$ cat config.mk
export PLATFORM = sky130hd
export DESIGN_NAME = frame_pacing_deadline_timer_unit
export DESIGN_NICKNAME = d
export VERILOG_FILES = /design/src/sv/fpdt_pkg.sv /design/src/sv/fpdt_div.sv /design/src/sv/fpdt_dp.sv /design/src/sv/fpdt_ctrl.sv /design/src/sv/frame_pacing_deadline_timer_unit.sv
export SDC_FILE = /design/constraint.sdc
export NUM_CORES = 2
export LEC_CHECK = 0
export ABC_AREA = 1
export BUFFER_PORTS_ARGS = -buffer_cell sky130_fd_sc_hd__buf_4
export CORE_MARGIN = 2
export CORE_UTILIZATION = 60
export DETAILED_ROUTE_END_ITERATION = 6
export PLACE_DENSITY_LB_ADDON = 0.25
export SYNTH_ARGS = -nofsm -noshare
export SYNTH_HDL_FRONTEND = slang
export SYNTH_SLANG_ARGS = --single-unit
$ cat constraint.sdc
create_clock -name clk -period 6.5 [get_ports clk]
set_input_delay 1.95 -clock clk [delete_from_list [all_inputs] [get_ports clk]]
set_output_delay 1.95 -clock clk [all_outputs]
set_load 0.02 [all_outputs]
$ cat src/sv/fpdt_pkg.sv
// ----------------------------------------------------------------------------
// Frame pacing deadline timer package
// Widths, constants, result codes and the command and status groups that pass
// between the controller and the datapath.
// ----------------------------------------------------------------------------
package fpdt_pkg;

  localparam int unsigned RATE_W      = 10;
  localparam int unsigned SEC_W       = 32;
  localparam int unsigned USEC_W      = 20;
  localparam int unsigned WAIT_W      = 21;
  localparam int unsigned STATUS_W    = 2;
  localparam int unsigned IN_TDATA_W  = 56;
  localparam int unsigned OUT_TDATA_W = 24;

  // The shared divider takes a numerator aligned to its top bit.
  localparam int unsigned DIV_NUM_W = 30;
  localparam int unsigned DIV_CNT_W = 5;

  // Signed wait and the product used for the overrun test.
  localparam int unsigned W_W     = 23;
  localparam int unsigned PRODW_W = 32;

  localparam logic [RATE_W-1:0]  RATE_RESET   = 10'd60;
  localparam logic [USEC_W-1:0]  USEC_PER_SEC = 20'd1000000;
  localparam logic [WAIT_W-1:0]  TWO_SEC_USEC = 21'd2000000;
  localparam logic [WAIT_W-1:0]  OVERRUN_NUM  = 21'd1500000;

  typedef enum logic [STATUS_W-1:0] {
    ST_ON_TIME  = 2'd0,
    ST_UNDERRUN = 2'd1,
    ST_OVERRUN  = 2'd2,
    ST_RESTART  = 2'd3
  } status_t;

  // Commands from the controller, one strobe per datapath step.
  typedef struct packed {
    logic capture;
    logic restart;
    logic fold_start;
    logic fold_load;
    logic f_direct;
    logic mul;
    logic dl_start;
    logic dl_load;
    logic norm;
    logic cmp;
    logic mulw;
    logic decide;
    logic per_start;
    logic per_load;
    logic per_fin;
    logic emit;
  } cmd_t;

  // Status from the datapath.
  typedef struct packed {
    logic op;
    logic fold_need;
    logic div_done;
    logic overrun;
    logic out_free;
  } sts_t;

endpackage

$ cat src/sv/fpdt_div.sv
// ----------------------------------------------------------------------------
// Frame pacing shared divider
// Restoring divider, one quotient bit per cycle. The numerator arrives aligned
// to the top bit and the number of bits to process is given with it.
// ----------------------------------------------------------------------------
module fpdt_div (
  input  logic                           clk,
  input  logic                           rst_n,
  input  logic                           start,
  input  logic [fpdt_pkg::DIV_NUM_W-1:0] num,
  input  logic [fpdt_pkg::DIV_CNT_W-1:0] iters,
  input  logic [fpdt_pkg::RATE_W-1:0]    den,
  output logic                           done,
  output logic [fpdt_pkg::DIV_NUM_W-1:0] quo,
  output logic [fpdt_pkg::RATE_W-1:0]    rem
);

  logic [fpdt_pkg::DIV_NUM_W-1:0] acc_r, acc_nxt;
  logic [fpdt_pkg::RATE_W-1:0]    rem_r, rem_nxt;
  logic [fpdt_pkg::DIV_CNT_W-1:0] cnt_r, cnt_nxt;
  logic                           run_r, run_nxt;
  logic                           done_r, done_nxt;
  logic [fpdt_pkg::RATE_W:0]      trial;
  logic [fpdt_pkg::RATE_W:0]      diff;
  logic                           ge;

  assign trial = {rem_r, acc_r[fpdt_pkg::DIV_NUM_W-1]};
  assign ge    = trial >= {1'b0, den};
  assign diff  = trial - {1'b0, den};

  always_comb begin
    acc_nxt  = acc_r;
    rem_nxt  = rem_r;
    cnt_nxt  = cnt_r;
    run_nxt  = run_r;
    done_nxt = 1'b0;
    if (start) begin
      acc_nxt = num;
      rem_nxt = '0;
      cnt_nxt = iters;
      run_nxt = 1'b1;
    end else if (run_r) begin
      // The partial remainder stays below the divisor, so its top bit drops.
      rem_nxt = ge ? diff[fpdt_pkg::RATE_W-1:0] : trial[fpdt_pkg::RATE_W-1:0];
      acc_nxt = {acc_r[fpdt_pkg::DIV_NUM_W-2:0], ge};
      cnt_nxt = cnt_r - fpdt_pkg::DIV_CNT_W'(1);
      if (cnt_r == fpdt_pkg::DIV_CNT_W'(1)) begin
        run_nxt  = 1'b0;
        done_nxt = 1'b1;
      end
    end
  end

  always_ff @(posedge clk) begin
    if (!rst_n) begin
      run_r  <= 1'b0;
      done_r <= 1'b0;
    end else begin
      run_r  <= run_nxt;
      done_r <= done_nxt;
    end
  end

  always_ff @(posedge clk) begin
    acc_r <= acc_nxt;
    rem_r <= rem_nxt;
    cnt_r <= cnt_nxt;
  end

  assign done = done_r;
  assign quo  = acc_r;
  assign rem  = rem_r;

endmodule

$ cat src/sv/fpdt_dp.sv
// ----------------------------------------------------------------------------
// Frame pacing datapath
// Holds the rate register, frame count and anchor time, works out the deadline
// and the wait, and keeps the output register.
// ----------------------------------------------------------------------------
module fpdt_dp (
  input  logic                             clk,
  input  logic                             rst_n,
  input  logic                             cfg_we,
  input  logic [fpdt_pkg::RATE_W-1:0]      cfg_data,
  input  logic [fpdt_pkg::IN_TDATA_W-1:0]  in_tdata,
  input  logic                             in_tuser,
  input  fpdt_pkg::cmd_t                   cmd,
  output fpdt_pkg::sts_t                   sts,
  output logic                             out_tvalid,
  input  logic                             out_tready,
  output logic [fpdt_pkg::OUT_TDATA_W-1:0] out_tdata,
  output logic [fpdt_pkg::STATUS_W-1:0]    out_tuser
);

  localparam int unsigned RATE_W = fpdt_pkg::RATE_W;
  localparam int unsigned SEC_W  = fpdt_pkg::SEC_W;
  localparam int unsigned USEC_W = fpdt_pkg::USEC_W;
  localparam int unsigned WAIT_W = fpdt_pkg::WAIT_W;
  localparam int unsigned NUM_W  = fpdt_pkg::DIV_NUM_W;
  localparam int unsigned CNT_W  = fpdt_pkg::DIV_CNT_W;
  localparam int unsigned W_W    = fpdt_pkg::W_W;
  localparam int unsigned PW_W   = fpdt_pkg::PRODW_W;

  typedef struct packed {
    logic [1:0]        carry;
    logic [USEC_W-1:0] usec;
  } usec_norm_t;

  // Folds up to two whole seconds out of a microsecond count.
  function automatic usec_norm_t norm_usec(input logic [WAIT_W-1:0] u);
    usec_norm_t n;
    if (u >= fpdt_pkg::TWO_SEC_USEC) begin
      n.carry = 2'd2;
      n.usec  = USEC_W'(u - fpdt_pkg::TWO_SEC_USEC);
    end else if (u >= WAIT_W'(fpdt_pkg::USEC_PER_SEC)) begin
      n.carry = 2'd1;
      n.usec  = USEC_W'(u - WAIT_W'(fpdt_pkg::USEC_PER_SEC));
    end else begin
      n.carry = 2'd0;
      n.usec  = u[USEC_W-1:0];
    end
    return n;
  endfunction

  // Architectural state.
  logic [RATE_W-1:0] rate_r, rate_nxt;
  logic [RATE_W-1:0] frame_index_r, frame_index_nxt;
  logic [SEC_W-1:0]  anchor_sec_r, anchor_sec_nxt;
  logic [USEC_W-1:0] anchor_usec_r, anchor_usec_nxt;

  // Working registers for one item.
  logic                  op_r, op_nxt;
  logic [SEC_W-1:0]      nsec_r, nsec_nxt;
  logic [USEC_W-1:0]     nusec_r, nusec_nxt;
  logic [RATE_W-1:0]     f_r, f_nxt;
  logic [NUM_W-1:0]      prod_r, prod_nxt;
  logic [WAIT_W-1:0]     du_raw_r, du_raw_nxt;
  logic [USEC_W-1:0]     du_r, du_nxt;
  logic [SEC_W-1:0]      sdiff_r, sdiff_nxt;
  logic signed [W_W-1:0] w_r, w_nxt;
  logic                  neg_r, neg_nxt;
  logic                  big_r, big_nxt;
  logic [PW_W-1:0]       prodw_r, prodw_nxt;
  logic [USEC_W-1:0]     per_r, per_nxt;
  logic [WAIT_W-1:0]     u_r, u_nxt;
  logic [WAIT_W-1:0]     res_wait_r, res_wait_nxt;
  fpdt_pkg::status_t     res_status_r, res_status_nxt;

  // Output register.
  logic                  out_valid_r, out_valid_nxt;
  logic [WAIT_W-1:0]     out_wait_r, out_wait_nxt;
  fpdt_pkg::status_t     out_status_r, out_status_nxt;

  logic [RATE_W-1:0] rate_eff;
  logic              div_start;
  logic [NUM_W-1:0]  div_num;
  logic [CNT_W-1:0]  div_iters;
  logic              div_done;
  logic [NUM_W-1:0]  div_quo;
  logic [RATE_W-1:0] div_rem;
  usec_norm_t        dl_norm;
  usec_norm_t        per_norm;
  logic [WAIT_W-1:0] sd_base;
  logic              underrun;
  logic              overrun;

  assign rate_eff = (rate_r == '0) ? RATE_W'(1) : rate_r;

  // Operand selection for the shared divider.
  always_comb begin
    div_start = cmd.fold_start | cmd.dl_start | cmd.per_start;
    div_num   = prod_r;
    div_iters = CNT_W'(NUM_W);
    if (cmd.fold_start) begin
      div_num   = {frame_index_r, {(NUM_W-RATE_W){1'b0}}};
      div_iters = CNT_W'(RATE_W);
    end else if (cmd.per_start) begin
      div_num   = {fpdt_pkg::USEC_PER_SEC, {(NUM_W-USEC_W){1'b0}}};
      div_iters = CNT_W'(USEC_W);
    end
  end

  fpdt_div u_div (
    .clk   (clk),
    .rst_n (rst_n),
    .start (div_start),
    .num   (div_num),
    .iters (div_iters),
    .den   (rate_eff),
    .done  (div_done),
    .quo   (div_quo),
    .rem   (div_rem)
  );

  assign dl_norm  = norm_usec(du_raw_r);
  assign per_norm = norm_usec(u_r);

  // Only a seconds difference of 0, 1 or 2 needs the exact wait; below that
  // the deadline has passed and above it the wait is far beyond any limit.
  always_comb begin
    case (sdiff_r[1:0])
      2'd1:    sd_base = WAIT_W'(fpdt_pkg::USEC_PER_SEC);
      2'd2:    sd_base = fpdt_pkg::TWO_SEC_USEC;
      default: sd_base = '0;
    endcase
  end

  // The sign of the short wait means nothing once the seconds difference is large.
  assign underrun = neg_r | (~big_r & w_r[W_W-1]);
  assign overrun  = ~underrun & (big_r | (prodw_r > PW_W'(fpdt_pkg::OVERRUN_NUM)));

  always_comb begin
    rate_nxt        = rate_r;
    frame_index_nxt = frame_index_r;
    anchor_sec_nxt  = anchor_sec_r;
    anchor_usec_nxt = anchor_usec_r;
    op_nxt          = op_r;
    nsec_nxt        = nsec_r;
    nusec_nxt       = nusec_r;
    f_nxt           = f_r;
    prod_nxt        = prod_r;
    du_raw_nxt      = du_raw_r;
    du_nxt          = du_r;
    sdiff_nxt       = sdiff_r;
    w_nxt           = w_r;
    neg_nxt         = neg_r;
    big_nxt         = big_r;
    prodw_nxt       = prodw_r;
    per_nxt         = per_r;
    u_nxt           = u_r;
    res_wait_nxt    = res_wait_r;
    res_status_nxt  = res_status_r;
    out_valid_nxt   = out_valid_r & ~out_tready;
    out_wait_nxt    = out_wait_r;
    out_status_nxt  = out_status_r;

    if (cfg_we) begin
      rate_nxt = cfg_data;
    end

    if (cmd.capture) begin
      op_nxt    = in_tuser;
      nsec_nxt  = in_tdata[SEC_W-1:0];
      nusec_nxt = in_tdata[SEC_W+USEC_W-1:SEC_W];
    end

    if (cmd.restart) begin
      frame_index_nxt = '0;
      anchor_sec_nxt  = nsec_r;
      anchor_usec_nxt = nusec_r;
      res_wait_nxt    = '0;
      res_status_nxt  = fpdt_pkg::ST_RESTART;
    end

    // A count at or past the rate folds whole seconds into the anchor.
    if (cmd.f_direct) begin
      f_nxt = frame_index_r + RATE_W'(1);
    end
    if (cmd.fold_load) begin
      f_nxt          = div_rem + RATE_W'(1);
      anchor_sec_nxt = anchor_sec_r + SEC_W'(div_quo[RATE_W-1:0]);
    end

    if (cmd.mul) begin
      prod_nxt = NUM_W'(f_r) * NUM_W'(fpdt_pkg::USEC_PER_SEC);
    end

    if (cmd.dl_load) begin
      du_raw_nxt = WAIT_W'(div_quo[USEC_W-1:0]) + WAIT_W'(anchor_usec_r);
    end

    if (cmd.norm) begin
      du_nxt    = dl_norm.usec;
      sdiff_nxt = anchor_sec_r + SEC_W'(dl_norm.carry) - nsec_r;
    end

    if (cmd.cmp) begin
      neg_nxt = sdiff_r[SEC_W-1];
      big_nxt = ~sdiff_r[SEC_W-1] & ((|sdiff_r[SEC_W-2:2]) | (&sdiff_r[1:0]));
      w_nxt   = $signed({2'b00, sd_base}) + $signed({3'b000, du_r})
              - $signed({3'b000, nusec_r});
    end

    // The wait exceeds 1500000 / rate exactly when wait * rate exceeds 1500000.
    if (cmd.mulw) begin
      prodw_nxt = PW_W'(w_r[W_W-2:0]) * PW_W'(rate_eff);
    end

    if (cmd.decide) begin
      if (underrun) begin
        frame_index_nxt = '0;
        anchor_sec_nxt  = nsec_r;
        anchor_usec_nxt = nusec_r;
        res_wait_nxt    = '0;
        res_status_nxt  = fpdt_pkg::ST_UNDERRUN;
      end else begin
        frame_index_nxt = f_r;
        res_wait_nxt    = w_r[WAIT_W-1:0];
        res_status_nxt  = fpdt_pkg::ST_ON_TIME;
      end
    end

    if (cmd.per_load) begin
      per_nxt = div_quo[USEC_W-1:0];
      u_nxt   = WAIT_W'(nusec_r) + WAIT_W'(div_quo[USEC_W-1:0]);
    end

    if (cmd.per_fin) begin
      frame_index_nxt = '0;
      anchor_sec_nxt  = nsec_r + SEC_W'(per_norm.carry);
      anchor_usec_nxt = per_norm.usec;
      res_wait_nxt    = WAIT_W'(per_r);
      res_status_nxt  = fpdt_pkg::ST_OVERRUN;
    end

    if (cmd.emit) begin
      out_valid_nxt  = 1'b1;
      out_wait_nxt   = res_wait_r;
      out_status_nxt = res_status_r;
    end
  end

  always_ff @(posedge clk) begin
    if (!rst_n) begin
      rate_r        <= fpdt_pkg::RATE_RESET;
      frame_index_r <= '0;
      anchor_sec_r  <= '0;
      anchor_usec_r <= '0;
      out_valid_r   <= 1'b0;
    end else begin
      rate_r        <= rate_nxt;
      frame_index_r <= frame_index_nxt;
      anchor_sec_r  <= anchor_sec_nxt;
      anchor_usec_r <= anchor_usec_nxt;
      out_valid_r   <= out_valid_nxt;
    end
  end

  always_ff @(posedge clk) begin
    op_r         <= op_nxt;
    nsec_r       <= nsec_nxt;
    nusec_r      <= nusec_nxt;
    f_r          <= f_nxt;
    prod_r       <= prod_nxt;
    du_raw_r     <= du_raw_nxt;
    du_r         <= du_nxt;
    sdiff_r      <= sdiff_nxt;
    w_r          <= w_nxt;
    neg_r        <= neg_nxt;
    big_r        <= big_nxt;
    prodw_r      <= prodw_nxt;
    per_r        <= per_nxt;
    u_r          <= u_nxt;
    res_wait_r   <= res_wait_nxt;
    res_status_r <= res_status_nxt;
    out_wait_r   <= out_wait_nxt;
    out_status_r <= out_status_nxt;
  end

  assign sts.op        = op_r;
  assign sts.fold_need = frame_index_r >= rate_eff;
  assign sts.div_done  = div_done;
  assign sts.overrun   = overrun;
  assign sts.out_free  = ~out_valid_r | out_tready;

  assign out_tvalid = out_valid_r;
  assign out_tdata  = {{(fpdt_pkg::OUT_TDATA_W-WAIT_W){1'b0}}, out_wait_r};
  assign out_tuser  = out_status_r;

endmodule

$ cat src/sv/fpdt_ctrl.sv
// ----------------------------------------------------------------------------
// Frame pacing controller
// Steps the datapath through one word: frame fold, deadline division, wait
// comparison, overrun period and hand-over to the output register.
// ----------------------------------------------------------------------------
module fpdt_ctrl (
  input  logic           clk,
  input  logic           rst_n,
  input  logic           in_tvalid,
  output logic           in_tready,
  input  fpdt_pkg::sts_t sts,
  output fpdt_pkg::cmd_t cmd
);

  typedef enum logic [12:0] {
    S_IDLE     = 13'b0000000000001,
    S_DECODE   = 13'b0000000000010,
    S_FOLD     = 13'b0000000000100,
    S_MUL      = 13'b0000000001000,
    S_DL_START = 13'b0000000010000,
    S_DL_WAIT  = 13'b0000000100000,
    S_NORM     = 13'b0000001000000,
    S_CMP      = 13'b0000010000000,
    S_MULW     = 13'b0000100000000,
    S_DECIDE   = 13'b0001000000000,
    S_PER_WAIT = 13'b0010000000000,
    S_PER_FIN  = 13'b0100000000000,
    S_DONE     = 13'b1000000000000
  } state_t;

  state_t state_r, state_nxt;

  assign in_tready = (state_r == S_IDLE);

  always_comb begin
    cmd       = '0;
    state_nxt = state_r;
    unique case (state_r)
      S_IDLE: begin
        if (in_tvalid) begin
          cmd.capture = 1'b1;
          state_nxt   = S_DECODE;
        end
      end
      S_DECODE: begin
        if (!sts.op) begin
          cmd.restart = 1'b1;
          state_nxt   = S_DONE;
        end else if (sts.fold_need) begin
          cmd.fold_start = 1'b1;
          state_nxt      = S_FOLD;
        end else begin
          cmd.f_direct = 1'b1;
          state_nxt    = S_MUL;
        end
      end
      S_FOLD: begin
        if (sts.div_done) begin
          cmd.fold_load = 1'b1;
          state_nxt     = S_MUL;
        end
      end
      S_MUL: begin
        cmd.mul   = 1'b1;
        state_nxt = S_DL_START;
      end
      S_DL_START: begin
        cmd.dl_start = 1'b1;
        state_nxt    = S_DL_WAIT;
      end
      S_DL_WAIT: begin
        if (sts.div_done) begin
          cmd.dl_load = 1'b1;
          state_nxt   = S_NORM;
        end
      end
      S_NORM: begin
        cmd.norm  = 1'b1;
        state_nxt = S_CMP;
      end
      S_CMP: begin
        cmd.cmp   = 1'b1;
        state_nxt = S_MULW;
      end
      S_MULW: begin
        cmd.mulw  = 1'b1;
        state_nxt = S_DECIDE;
      end
      S_DECIDE: begin
        if (sts.overrun) begin
          cmd.per_start = 1'b1;
          state_nxt     = S_PER_WAIT;
        end else begin
          cmd.decide = 1'b1;
          state_nxt  = S_DONE;
        end
      end
      S_PER_WAIT: begin
        if (sts.div_done) begin
          cmd.per_load = 1'b1;
          state_nxt    = S_PER_FIN;
        end
      end
      S_PER_FIN: begin
        cmd.per_fin = 1'b1;
        state_nxt   = S_DONE;
      end
      S_DONE: begin
        // Wait for the output register to drain before handing over.
        if (sts.out_free) begin
          cmd.emit  = 1'b1;
          state_nxt = S_IDLE;
        end
      end
      default: begin
        state_nxt = S_IDLE;
      end
    endcase
  end

  always_ff @(posedge clk) begin
    if (!rst_n) begin
      state_r <= S_IDLE;
    end else begin
      state_r <= state_nxt;
    end
  end

endmodule

$ cat src/sv/frame_pacing_deadline_timer_unit.sv
// ----------------------------------------------------------------------------
// Frame pacing deadline timer
// Paces frames to a programmed rate: each input word carries the current time
// and a restart or next-frame request, each output word gives the wait until
// the next frame deadline and whether the stream was on time.
//
// The in_ channel takes one word at a time; in_tready is high only while the
// block is free. Every accepted word gives exactly one out_ word.
// A restart goes from decode straight to the hand-over state. A next frame
// runs the 30-step shared divider that forms frame*1000000/rate, with an
// extra division first when the frame count has to be folded back into one
// second, and another division on an overrun, where the divider forms the
// frame period.
// A new word is taken as soon as the previous result sits in the output
// register, so a stalled receiver holds only that one result; the block then
// finishes the next word and waits with it until the output register frees.
// cfg_data writes the frame rate, a rate of zero acting as one; cfg_ready is
// always high and writes belong in idle periods. Reset sets the rate to 60,
// clears the frame count and anchor time and empties the output register.
// ----------------------------------------------------------------------------
module frame_pacing_deadline_timer_unit (
  input  logic                             clk,
  input  logic                             rst_n,
  input  logic                             cfg_valid,
  output logic                             cfg_ready,
  input  logic [fpdt_pkg::RATE_W-1:0]      cfg_data,
  input  logic                             in_tvalid,
  output logic                             in_tready,
  // now_sec [31:0], now_usec [51:32], zero [55:52]
  input  logic [fpdt_pkg::IN_TDATA_W-1:0]  in_tdata,
  // op [0]
  input  logic                             in_tuser,
  output logic                             out_tvalid,
  input  logic                             out_tready,
  // wait_usec [20:0], zero [23:21]
  output logic [fpdt_pkg::OUT_TDATA_W-1:0] out_tdata,
  // status [1:0]
  output logic [fpdt_pkg::STATUS_W-1:0]    out_tuser
);

  fpdt_pkg::cmd_t cmd;
  fpdt_pkg::sts_t sts;

  assign cfg_ready = 1'b1;

  fpdt_ctrl u_ctrl (
    .clk       (clk),
    .rst_n     (rst_n),
    .in_tvalid (in_tvalid),
    .in_tready (in_tready),
    .sts       (sts),
    .cmd       (cmd)
  );

  fpdt_dp u_dp (
    .clk        (clk),
    .rst_n      (rst_n),
    .cfg_we     (cfg_valid & cfg_ready),
    .cfg_data   (cfg_data),
    .in_tdata   (in_tdata),
    .in_tuser   (in_tuser),
    .cmd        (cmd),
    .sts        (sts),
    .out_tvalid (out_tvalid),
    .out_tready (out_tready),
    .out_tdata  (out_tdata),
    .out_tuser  (out_tuser)
  );

endmodule

==> results.md <==
- Status: finished, final reports clean
- Synth unique cells: 59
- Worst slew margin: 0.185
- Layout filler cell count: 5179
- Util after Layout: 0.658
- Max Fclk: around 170 MHz
- Hold Crit Depth: 0
- Area Growth Syn to Fin: 8.36%
- Ys Warns: 0
- GR Overflow Total: 0
- Top-level port count: just over 100
- Sequential area share after synthesis: 0.331
- Reg-to-reg critical path endpoint: u_dp.prodw_r[27]
- Post-CTS Setup Bufs: 0
- GP Congestion: about 1
- Switching share of power: 0.366
- VDD IR max: roughly 0.22 mV
- Max-Cap Viols: 0
- H-tree levels: 2
- GRT Util Overall: 0.325
- DRC Markers: 0
- Initial antenna violation count: 3
- Min Clock Period, post-route: 5.79 ns
- Initial core utilization: 0.607
- Clock Latency Late Sink: 0.61 ns
- Sequential power share: 0.339
- Clock network power share: 0.289
- WP data required: 6.84 ns
- Avg Cell Area, Syn: 8.04 sq um
- R2R depth: 19
- Clock Sinks: roughly 440
- Avg WL per Cell: 18.6 um
- CTS tree: done
- CP Capture Type: flip-flop
- Synthesized flop and latch total: about 440
- Clock buffer depth: 3
- Hold Buf Count CTS: 0
- Placed inst area: 38000 sq um
- NetSw: between 0.003 and 0.004 W
- Primary FF master, synth: edfxtp_1
- Comb power frac: 0.372
- Share of cells above drive strength 1: 0.0602
- Die Ht: between 200 and 300 um
- Final setup viols: 0
- Post-DP HPWL: 79600 um
- ANT nets after route: 0
- Synth area leaders: edfxtp_1, nand2_1, ha_1
- Power Internal: around 0.0064 W
- Worst reg2reg path startpoint: u_dp.rate_r[6]
- Hold Fails Final Rpt: 0
- Hold endpoint: u_dp.out_wait_r[15]
- Root Buffer: clkbuf_16
- Async SR Flop Fraction: 0
- CTS resizes: 0
- WP data arrival: 6.13 ns
- Core area: 60400 sq um
- Total power: between 0.01 and 0.015 W
- First-pass GRT wire length: roughly 160000 um
- Clock Pin Slew Worst Setup and Hold Paths: 0.06 ns
- Vias: ~31000
- Measured slew at the worst slew-check pin: 1.22 ns
- Pleak: around 19 nW
- Post-route cell area: approximately 40000 sq um
- CTS Buf Count: 48
- Vias in the first global route: approximately 30000
- Setup Skew: around 0.024 ns
- Setup slack at placement: approximately 0.83 ns
- Crit Path Category: reg2reg
- PwrDens: 254 nW/um^2
- Chip width: 251 um
- RSZ-0062 raised after global routing: false
- Final worst-path cycle share: 0.891
- Maximum number of pins on one net before global-route repair: 79
- Startpoint types: flip-flop
- DIE AREA: about 63000 sq um
- Final critical-path setup slack: 0.709 ns
- Post-Syn Area: 36600 sq um
- I/O Buffers: between 90 and 100
- Hold crit path type: reg2reg
- Post-synth EDFFs: roughly 340
- Setup TNS: 0 ns
- Top cell type by total area after synthesis: edfxtp_1
- Drt pass-1 iters: 6
- HP Start: u_dp.res_wait_r[15]
- FF-to-FF setup slack: approximately 0.7 ns
- Crit Path Max Fanout: 17
- # rows: 90
- Routed wire length: a little over 100000 um
- Nets: approximately 5200
- Top-area cell type share of the netlist area: 0.275
- Cell count after synthesis: 4553
- Via density: 5.73
- Max Slew Vio Count: 0
- Drt initial violations: 2582
kinds of logic after synthesis:
group / synth area share
and+or+nand+nor: 0.216
buffers and inverters: 0.0901
AOI/OAI and AO/OA: 0.102
adders and majority gates: 0.214
DFF: 0.331
xor gates and xnor gates: 0.0469
other: 0.000205
how the worst max path moves through the flow:
stage / depth (start not counted) / to / slack [ns] / start
2_1_floorplan: 19 / u_dp.prodw_r[22] / 1.54 / u_dp.rate_r[3]
3_3_place_gp: 19 / u_dp.prodw_r[27] / 0.89 / u_dp.rate_r[6]
4_1_cts: 19 / u_dp.prodw_r[27] / 0.83 / u_dp.rate_r[6]
6_report: 19 / u_dp.prodw_r[27] / 0.71 / u_dp.rate_r[6]
3_5_place_dp: 19 / u_dp.prodw_r[27] / 0.83 / u_dp.rate_r[6]
5_1_grt: 17 / u_dp.prodw_r[30] / 0.46 / u_dp.rate_r[6]
cell usage in the layout, fill, tap and decap left out, types with 18 or more instances in the layout:
cell | netlist | final
nand4_1 | 55 | 55
nand2_1 | 1145 | 1145
a21oi_1 | 332 | 332
ha_1 | 319 | 319
o21ai_0 | 211 | 211
xnor2_1 | 64 | 64
a21o_1 | 23 | 23
nor4_1 | 29 | 28
nand3_1 | 220 | 220
xor2_1 | 132 | 132
fa_1 | 192 | 192
nor3_1 | 61 | 60
o21bai_1 | 18 | 18
dfxtp_1 | 101 | 101
nor2_1 | 298 | 296
edfxtp_1 | 336 | 336
clkbuf_16 | 0 | 48
inv_1 | 711 | 710
buf_4 | 12 | 125
o21ai_1 | 25 | 25
flip-flops by register name, indices dropped and copies added (netlist names), 13 cells and up:
register            flops
u_dp.u_r               21
u_dp.nsec_r            32
u_dp.anchor_usec_r     20
u_dp.prod_r            24
u_ctrl.state_r         13
u_dp.prodw_r           32
u_dp.w_r               23
u_dp.du_r              20
u_dp.anchor_sec_r      32
u_dp.sdiff_r           32
u_dp.nusec_r           20
u_dp.per_r             20
u_dp.res_wait_r        21
u_dp.u_div.quo         30
u_dp.out_wait_r        21
u_dp.du_raw_r          21
critical path, stage by stage, from the launching register on:
cell and delay [ns]:
dfxtp_1 1.01, nand2_1 0.19, fa_1 0.58, inv_1 0.05, fa_1 0.49, fa_1 0.53, fa_1 0.58, inv_1 0.07
fa_1 0.56, inv_1 0.05, ha_1 0.35, nand2_1 0.15, inv_1 0.07, a21oi_1 0.21, o21ai_0 0.13, nand2_1 0.08
nand3_1 0.11, nand2_1 0.08, nand2_1 0.06, xor2_1 0.16
cell type report:
cell class,count,area (sq um),area share
clock inverters,31,423,0.0107
diodes,1,2.50,0.0000631
well taps,782,978,0.0247
repair buffers,125,938,0.0236
multi-input cells,3273,21200,0.535
flip-flops and latches,437,12100,0.305
clock buffers,57,1230,0.0311
inverters,730,2750,0.0693
cell usage after synthesis (8+ instances only):
cell,count
a21boi_0,8
a21o_1,23
a21oi_1,332
a31oi_1,12
buf_2,20
buf_4,12
clkbuf_1,71
dfxtp_1,101
edfxtp_1,336
fa_1,192
ha_1,319
inv_1,711
inv_2,16
nand2_1,1145
nand2_2,11
nand3_1,220
nand4_1,55
nor2_1,298
nor2_2,8
nor2_4,9
nor3_1,61
nor4_1,29
o211ai_1,17
o21a_1,11
o21ai_0,211
o21ai_1,25
o21bai_1,18
xnor2_1,64
xor2_1,132
stage by stage:
step	std cells	hold slack, ns
after floorplan	4555	0.400
after global placement	5347	0.401
after detailed placement	5347	0.405
after CTS	5435	0.419
after global routing	5435	0.422
final	5436	0.416
per-layer routing:
layer | wire length (um) | global-route usage | vias to the layer above
met5 | 13 | 0 | -
met4 | 3660 | 0.117 | 2
met3 | 8510 | 0.0503 | 239
met2 | 46700 | 0.535 | 1293
met1 | 42500 | 0.436 | 14700
li1 | - | - | 15000
power by group through the flow:
| stage | Clock [W] | Combinational [W] | Sequential (W) |
|---|---|---|---|
| 4_1_cts | 0.00293 | 0.00373 | 0.00341 |
| 5_1_grt | 0.00305 | 0.00428 | 0.00342 |
| 3_5_place_dp | 0 | 0.00370 | 0.00347 |
| 3_3_place_gp | 0 | 0.00365 | 0.00347 |
| 2_1_floorplan | 0 | 0.00277 | 0.00341 |
| 6_report | 0.00291 | 0.00374 | 0.00341 |
Power figures use the tool's default switching activity.
